$ cat src/rtl/mpeg_video_picture_header_scanner_unit_macros.svh
// Assertion shorthands shared by the scanner RTL.
// All checks sample on the rising edge of clk and are muted during rst.
`ifndef MPEG_VIDEO_PICTURE_HEADER_SCANNER_UNIT_MACROS_SVH
`define MPEG_VIDEO_PICTURE_HEADER_SCANNER_UNIT_MACROS_SVH

// Same-cycle implication
`define MVPHS_ASSERT_NOW(label, ante, cons, msg) \
  label: assert property (@(posedge clk) disable iff (rst) (ante) |-> (cons)) \
    else $error(msg);

// Next-cycle implication
`define MVPHS_ASSERT_NEXT(label, ante, cons, msg) \
  label: assert property (@(posedge clk) disable iff (rst) (ante) |=> (cons)) \
    else $error(msg);

`endif

$ cat src/rtl/mvphs_pkg.sv
package mvphs_pkg;

  // Start code detection
  localparam logic [23:0] CODE_PREFIX   = 24'h000001;
  localparam logic [7:0]  CODE_PICTURE  = 8'h00;
  localparam logic [7:0]  CODE_SEQUENCE = 8'hb3;
  localparam logic [31:0] WINDOW_IDLE   = 32'hffff_ffff;

  // Picture header byte tracker: next header byte to capture
  typedef enum logic [2:0] {
    HDR_IDLE = 3'd0,
    HDR_TREF = 3'd1,
    HDR_TYPE = 3'd2,
    HDR_VBV  = 3'd3,
    HDR_FWD  = 3'd4,
    HDR_BWD  = 3'd5
  } hdr_idx_t;

  // Picture coding types
  localparam logic [2:0] PIC_P = 3'd2;
  localparam logic [2:0] PIC_B = 3'd3;

  // Output beat width: 54 payload bits padded to whole bytes
  localparam int unsigned OUT_BITS  = 54;
  localparam int unsigned OUT_BYTES = (OUT_BITS + 7) / 8;

  // Vector field pair: full pel flag and f code
  typedef struct packed {
    logic       full_pel;
    logic [2:0] f_code;
  } vec_fields_t;

endpackage

$ cat src/rtl/mpeg_video_picture_header_scanner_unit.sv
// Channel   Dir  Beat contents
// s_axis    in   tdata: data_byte[7:0]; tlast: last_byte
// m_axis    out  tdata: temporal_ref, picture_type, full_pel_forward,
//                forward_f_code, full_pel_backward, backward_f_code,
//                sequence_start, header_word, zero pad to 56 bits
//
// One byte is taken per cycle while s_axis_tready is high; the scan state
// (start code window, header byte tracker, picture fields) updates in the
// cycle the byte is taken. A tlast beat yields one registered result.
// s_axis_tready is low only while a result sits unread in the output register.
// rst is synchronous; after it the window is all ones and all fields are zero.
`include "mpeg_video_picture_header_scanner_unit_macros.svh"

module mpeg_video_picture_header_scanner_unit
  import mvphs_pkg::*;
(
  input  logic                     clk,
  input  logic                     rst,
  input  logic                     s_axis_tvalid,
  output logic                     s_axis_tready,
  input  logic [7:0]               s_axis_tdata,  // [7:0] data_byte
  input  logic                     s_axis_tlast,  // last_byte
  output logic                     m_axis_tvalid,
  input  logic                     m_axis_tready,
  // [9:0] temporal_ref, [12:10] picture_type, [13] full_pel_forward,
  // [16:14] forward_f_code, [17] full_pel_backward, [20:18] backward_f_code,
  // [21] sequence_start, [53:22] header_word, [55:54] zero
  output logic [OUT_BYTES*8-1:0]   m_axis_tdata
);

  // Scan state
  logic [31:0] window;
  hdr_idx_t    hdr_idx;
  logic [9:0]  tref;
  logic [2:0]  pic_type;
  vec_fields_t fwd;
  vec_fields_t bwd;
  logic        seq_seen;

  logic [31:0] window_next;
  hdr_idx_t    hdr_idx_next;
  logic [9:0]  tref_next;
  logic [2:0]  pic_type_next;
  vec_fields_t fwd_next;
  vec_fields_t bwd_next;
  logic        seq_seen_next;

  logic [OUT_BITS-1:0] result_next;
  logic [31:0]         hdr_word;
  logic [31:0]         shifted;
  logic [7:0]          b;
  logic                pb;
  logic                beat_in;
  logic                beat_out;

  assign b        = s_axis_tdata;
  assign beat_in  = s_axis_tvalid && s_axis_tready;
  assign beat_out = m_axis_tvalid && m_axis_tready;

  // Output register doubles as the skid stage
  assign s_axis_tready = !m_axis_tvalid || m_axis_tready;

  // Header capture then start code search
  always_comb begin
    pb            = (pic_type == PIC_P) || (pic_type == PIC_B);
    tref_next     = tref;
    pic_type_next = pic_type;
    fwd_next      = fwd;
    bwd_next      = bwd;
    seq_seen_next = seq_seen;
    hdr_idx_next  = hdr_idx;

    unique case (hdr_idx)
      HDR_IDLE: ;
      HDR_TREF: tref_next = {b, 2'b00};
      HDR_TYPE: begin
        tref_next     = {tref[9:2], b[7:6]};
        pic_type_next = b[5:3];
        fwd_next      = '0;
        bwd_next      = '0;
      end
      HDR_VBV: ;
      HDR_FWD: begin
        if (pb) fwd_next = '{full_pel: b[2], f_code: {b[1:0], 1'b0}};
      end
      HDR_BWD: begin
        if (pb) fwd_next.f_code[0] = b[7];
        if (pic_type == PIC_B) bwd_next = '{full_pel: b[6], f_code: b[5:3]};
      end
      default: ;
    endcase

    // Tracker steps through the five header bytes, then stops
    case (hdr_idx)
      HDR_IDLE: hdr_idx_next = HDR_IDLE;
      HDR_TREF: hdr_idx_next = HDR_TYPE;
      HDR_TYPE: hdr_idx_next = HDR_VBV;
      HDR_VBV:  hdr_idx_next = HDR_FWD;
      HDR_FWD:  hdr_idx_next = HDR_BWD;
      default:  hdr_idx_next = HDR_IDLE;
    endcase

    shifted     = {window[23:0], b};
    window_next = shifted;
    if (shifted[31:8] == CODE_PREFIX) begin
      if (b == CODE_PICTURE)  hdr_idx_next  = HDR_TREF;
      if (b == CODE_SEQUENCE) seq_seen_next = 1'b1;
      window_next = WINDOW_IDLE;
    end
  end

  // RFC 2250 video header word, T/AN/N/B/E zero
  assign hdr_word = {6'd0, tref_next, 2'b00, seq_seen_next, 2'b00, pic_type_next,
                     bwd_next.full_pel, bwd_next.f_code,
                     fwd_next.full_pel, fwd_next.f_code};

  assign result_next = {hdr_word, seq_seen_next,
                        bwd_next.f_code, bwd_next.full_pel,
                        fwd_next.f_code, fwd_next.full_pel,
                        pic_type_next, tref_next};

  // State and result registers
  always_ff @(posedge clk) begin
    if (rst) begin
      window        <= WINDOW_IDLE;
      hdr_idx       <= HDR_IDLE;
      tref          <= '0;
      pic_type      <= '0;
      fwd           <= '0;
      bwd           <= '0;
      seq_seen      <= 1'b0;
      m_axis_tvalid <= 1'b0;
    end else begin
      // New result wins over the beat leaving in the same cycle
      if (beat_in && s_axis_tlast) m_axis_tvalid <= 1'b1;
      else if (beat_out)           m_axis_tvalid <= 1'b0;
      if (beat_in) begin
        if (s_axis_tlast) begin
          // Frame done: hand out the fields and start afresh
          window        <= WINDOW_IDLE;
          hdr_idx       <= HDR_IDLE;
          tref          <= '0;
          pic_type      <= '0;
          fwd           <= '0;
          bwd           <= '0;
          seq_seen      <= 1'b0;
        end else begin
          window   <= window_next;
          hdr_idx  <= hdr_idx_next;
          tref     <= tref_next;
          pic_type <= pic_type_next;
          fwd      <= fwd_next;
          bwd      <= bwd_next;
          seq_seen <= seq_seen_next;
        end
      end
    end
  end

  // Result payload, no reset needed
  always_ff @(posedge clk) begin
    if (beat_in && s_axis_tlast) begin
      m_axis_tdata <= {{(OUT_BYTES*8-OUT_BITS){1'b0}}, result_next};
    end
  end

  // Checks
  `MVPHS_ASSERT_NEXT(a_last_gives_result, beat_in && s_axis_tlast, m_axis_tvalid,
    "last beat did not produce a result")
  `MVPHS_ASSERT_NEXT(a_last_clears_state, beat_in && s_axis_tlast,
    window == WINDOW_IDLE && hdr_idx == HDR_IDLE && !seq_seen,
    "scan state not cleared after frame end")
  `MVPHS_ASSERT_NEXT(a_no_spurious_result,
    !m_axis_tvalid && !(beat_in && s_axis_tlast), !m_axis_tvalid,
    "result raised without a last beat")
  `MVPHS_ASSERT_NOW(a_idx_range, 1'b1,
    hdr_idx == HDR_IDLE || hdr_idx == HDR_TREF || hdr_idx == HDR_TYPE ||
    hdr_idx == HDR_VBV || hdr_idx == HDR_FWD || hdr_idx == HDR_BWD,
    "header tracker out of range")

endmodule
$ cat config.mk
export PLATFORM = sky130hd
export DESIGN_NAME = mpeg_video_picture_header_scanner_unit
export DESIGN_NICKNAME = d
export VERILOG_FILES = /design/src/rtl/mvphs_pkg.sv /design/src/rtl/mpeg_video_picture_header_scanner_unit.sv
export VERILOG_INCLUDE_DIRS = /design/src /design/src/rtl
export SDC_FILE = /design/constraint.sdc
export NUM_CORES = 1
export LEC_CHECK = 0
export BUFFER_PORTS_ARGS = -buffer_cell sky130_fd_sc_hd__clkbuf_2
export CELL_PAD_IN_SITES_DETAIL_PLACEMENT = 0
export CELL_PAD_IN_SITES_GLOBAL_PLACEMENT = 1
export CORE_MARGIN = 5
export CORE_UTILIZATION = 47
export CTS_BUF_LIST = sky130_fd_sc_hd__clkbuf_4 sky130_fd_sc_hd__clkbuf_8
export DETAILED_ROUTE_END_ITERATION = 6
export HOLD_SLACK_MARGIN = 0.02
export PLACE_DENSITY = 0.9
export SYNTH_ARGS = -nofsm -noshare
export SYNTH_HDL_FRONTEND = slang
export SYNTH_SLANG_ARGS = --single-unit
export TNS_END_PERCENT = 10
$ cat constraint.sdc
create_clock -name clk -period 4.4 [get_ports clk]
set_input_delay 0.88 -clock clk [delete_from_list [all_inputs] [get_ports clk]]
set_output_delay 0.88 -clock clk [all_outputs]
set_load 0.02 [all_outputs]
# Word level (Yosys, flattened, before mapping)

Index checks and enable logic that the tools add are counted.

Bits in registers: 94
Input port bits: 13
Output and inout bits: 58

Equality and inequality tests: 9
Mux-type cells: 23
Reduce and logical (&&, ||, !) cells: 8

Operators with widths:

| cell                  | count |
|---|---|
| $mux W24              | 2 |
| $eq A24 B1 Y1 const B | 1 |
| $pmux W10 S2          | 1 |
| $mux W4               | 4 |
| $mux W3               | 5 |
| $eq A3 B2 Y1 const B  | 4 |
| $pmux W3 S4           | 1 |
| $mux W10              | 1 |
| $eq A8 B8 Y1 const B  | 1 |
| $logic_not A8 Y1      | 1 |
| $pmux W4 S2           | 1 |
| $eq A3 B3 Y1 const B  | 2 |
| $mux W1               | 6 |
| $pmux W3 S2           | 1 |
| $eq A3 B1 Y1 const B  | 1 |
| $logic_and A1 B1 Y1   | 3 |
| $pmux W1 S3           | 1 |
| $logic_or A1 B1 Y1    | 2 |
| $reduce_bool A2 Y1    | 1 |
| $logic_not A1 Y1      | 1 |

# Logic depth before layout (Yosys ltp)

Depth in word-level cells: 5
Depth in mapped cells: 7
Mapped depth without buffers: 5

# Worst setup path before layout

OpenSTA, ideal clock, no wires.

Kind: input -> register
From: input port m_axis_tready
To: register m_axis_tdata[22] (enable)
Library setup time: 0.382 ns
Arrival time: 1.739 ns
Data required time: 4.018 ns
Setup slack: 2.278 ns
Stages on the path: 3
Buffers on the path: 0
Cells stage by stage: nor2b_4 inv_2 and3_1

Word-level cells in the longest chain between the ends: 3

Ends and longest elaborated chain:

| element              | RTL line                                      | RTL |
|---|---|---|
| from (decl)          | mpeg_video_picture_header_scanner_unit.sv:24  | `input logic m_axis_tready,` |
| $logic_or A1 B1 Y1   | mpeg_video_picture_header_scanner_unit.sv:61  | `assign s_axis_tready = !m_axis_tvalid \|\| m_axis_tready;` |
| via s_axis_tready    | mpeg_video_picture_header_scanner_unit.sv:20  | `output logic s_axis_tready,` |
| $logic_and A1 B1 Y1  | mpeg_video_picture_header_scanner_unit.sv:57  | `assign beat_in = s_axis_tvalid && s_axis_tready;` |
| $logic_and A1 B1 Y1  | mpeg_video_picture_header_scanner_unit.sv:162 | `if (beat_in && s_axis_tlast) begin` |
| to (signal assigned) | mpeg_video_picture_header_scanner_unit.sv:163 | `m_axis_tdata <= {{(OUT_BYTES*8-OUT_BITS){1'b0}}, result_next};` |
| to (decl)            | mpeg_video_picture_header_scanner_unit.sv:28  | `output logic [OUT_BYTES*8-1:0] m_axis_tdata` |

The timed path passes the listed nets, and every way through them passes these cells.
A chain may end at the register's enable or synchronous reset.

# Worst setup path in the final report

From: input port m_axis_tready
To: register window[19]

Word-level cells in the longest chain between the ends: 2

Ends and longest elaborated chain:

| element              | RTL line                                      | RTL |
|---|---|---|
| $logic_or A1 B1 Y1   | mpeg_video_picture_header_scanner_unit.sv:61  |  |
| $logic_and A1 B1 Y1  | mpeg_video_picture_header_scanner_unit.sv:57  |  |
| to (signal assigned) | mpeg_video_picture_header_scanner_unit.sv:148 | `window <= window_next;` |
| to (decl)            | mpeg_video_picture_header_scanner_unit.sv:32  | `logic [31:0] window;` |

Every way passes these cells.

==> results.cfg <==
[run_status]
status = finished clean

[layout]
diodes = 0
final_nets = 331
stdcell_area_sq_mm = 0.003498
nFillCells = 610
drive_above_1_share_pct = 36.53
fin_cells = 403
synthToLayoutAreaGrowth_pct = 9.733

[drt]
first_pass_iters = 4
viasPerCell = 5.603
drc = 0
vias = 2258
routedWlPerCell_um = 16.23
drt-total-wl_um = 6542
drt_first_iter_violations = 161
final_antenna_net_count = 0

[yosys]
yosysSeqAreaShare_pct = 52.12
ys.flop_type = dfxtp_1
synth.distinct_cells = 44
netlist.area_leader.share_pct = 31.40
ys.warnings.count = 0
synth.cell_area_sq_mm = 0.003188
synth_seq_cells = 72
synthTopCellsByArea = dfxtp_1, edfxtp_1, buf_4, o22a_2, mux2_2
synth_area_per_cell_sq_um = 11.19
synth_edf_count = 22
yosysMostFrequentCell = dfxtp_1
async_flop_share_pct = 0
synthTopCellsByCount = dfxtp_1, buf_4, o22a_2
yosysTopAreaCell = dfxtp_1
synth_cells = 285

[timing]
final_max_slew_viol_count = 0
skew_ns = 0.007165
relSlewSlack_pct = 27.87
fin_tns_setup_ns = 0
rsz0062_at_grt = false
max_slew.worst_pin.slew_ns = 1.082
hold_violations = 0
layout_setup_ws_ns = 1.973
max_freq_ghz = 0.4120
fin_crit_sh_pct = 55.17
fin_crit_ns = 2.427
setup_violations = 0
whs_ns = 0.4720

[floorplan]
rows = 30
die_area_sq_mm = 0.008530
initial_utilization_pct = 47.72
coreArea_sq_mm = 0.006681
io_pins = 71
dieHeight_um = 92.36
die_width_um = 92.36

[power]
power.net_switching_mw = 0.3230
clock_power_share_pct = 41.7
peakVddDrop_mv = 0.1849
combPwrFrac_pct = 6.9
intPower_mw = 1.041
netSwitchingFraction_pct = 23.67
p_per_area_mw_per_mm2 = 390.0
seqPwrFrac_pct = 51.3
p_leak_nw = 1.404

[clock_tree]
post_cts_buffers = 0
numCtsBuffers = 9
insertion_delay_ns = 0.35
cts_tree = done
cts_buffer_depth = 2
clkTransAtPathRegs_ns = 0.07
cts.sinks = 72
postCtsHoldBufs = 0
root_buffer = clkbuf_8
post_cts_resized = 0
htree_levels = 3

[setup_path]
cp-start-kind = input port
worstSetupPathType = input port to register
path_delay_family = simple AND/OR/NAND/NOR gates
crit_path_end_kind = register
crit_path_cell_trace = clkbuf_2 > nor2b_4 > inv_2 > nand2_1 > nand2_1 > o22a_2
cp_data_arrival_time_ns = 2.66
cpMostUsedCell = nand2_1
critical_path_required_ns = 4.63
max_stage_delay_ns = 0.61
path_buf_inv = 2
slowest_stage = nand2_1
worst-path-max-fanout = 24

[flow_run]
max-cap-violations = 0

[global_route]
grt_pass1_vias = 2105
grt_use_total_pct = 16.00
grt_pass1_wl_um = 10730
grt_max_degree = 25
grt_overflow = 0
antenna_found_initial = 0

[place]
place_ws_ns = 1.657
hpwl_um = 4605
place.port_buffers = 58
placed_cell_area_sq_mm = 0.003284
dp.cells = 387
gp_congestion = 0.7762

[min_path]
hp-class = register to register
[registers in the layout (all words and copies together), names as in the netlist]
signal	cells
window	24
m_axis_tdata	22
tref	10
bwd	4
fwd	4
hdr_idx	3
pic_type	3
m_axis_tvalid	1
seq_seen	1
[cell families after synthesis]
group                  synth area share (%)
buffers and inverters                 11.93
XOR/XNOR                             0.2748
AO/OA/AOI/OAI                         19.58
AND/OR/NAND/NOR                       12.09
flip-flops                            52.12
other                                0.1176
multiplexers                          3.885
[cell usage in the layout, fill, tap and decap left out, drive strengths merged, types with 4 or more instances in the layout]
cell type	count
dfxtp	50
inv	9
a22oi	11
nor4	6
o21ai	8
nor2	18
mux2	11
nor3	4
nand2	5
clkbuf	68
and3	4
edfxtp	22
a22o	9
a21oi	7
conb	12
nand3	11
o22a	23
a21o	6
[area by class of cell]
| cell class | instances | area (sq um) | share of cell area (%) |
|---|---|---|---|
| Timing Repair Buffer | 60 | 305.3 | 8.727 |
| Clock buffer | 10 | 131.4 | 3.755 |
| Tap cell | 80 | 100.1 | 2.861 |
| Inverter | 8 | 30.03 | 0.8584 |
| Clock inverter | 6 | 82.58 | 2.361 |
| Sequential cell | 72 | 1662 | 47.50 |
| Multi-Input combinational cell | 167 | 1187 | 33.94 |
[per-stage QoR]
step	util (%)	power [mW]
floorplan	-	0.7935
global placement	49.16	0.8094
detailed placement	49.16	0.8104
CTS	52.36	1.372
global route	52.36	1.409
finish	52.36	1.364
[metal layers]
metal	vias up	track usage (%)	share of wire [%]
met3	12	3.737	5.7
li1	1085	-	-
met2	82	25.26	49
met4	0	8.045	1.7
met5	-	0	0
met1	1079	20.49	44
[path summary, 6_finish.rpt]
kind,startpoint,to,slack [ns],cells after the start
max,m_axis_tready,window[19],1.97,6
min,window[22],window[22],0.47,1
max reg2reg,m_axis_tvalid,window[19],2.24,5
min reg2reg,window[22],window[22],0.47,1
[worst register-to-register path, cell delays in order, from the launching register on]
cell and delay, ns:
dfxtp_1 0.33, nor2b_4 0.21, inv_2 0.10, nand2_1 0.39, nand2_1 0.61, o22a_2 0.40
[power groups by stage]
stage	clock network, mW	registers [mW]	logic (mW)
floorplan	0	0.723	0.0700
global placement	0	0.715	0.0940
finish	0.569	0.701	0.0947
CTS	0.577	0.701	0.0946
global route	0.605	0.702	0.101
detailed placement	0	0.716	0.0945
(Power assumes the default switching activity.)
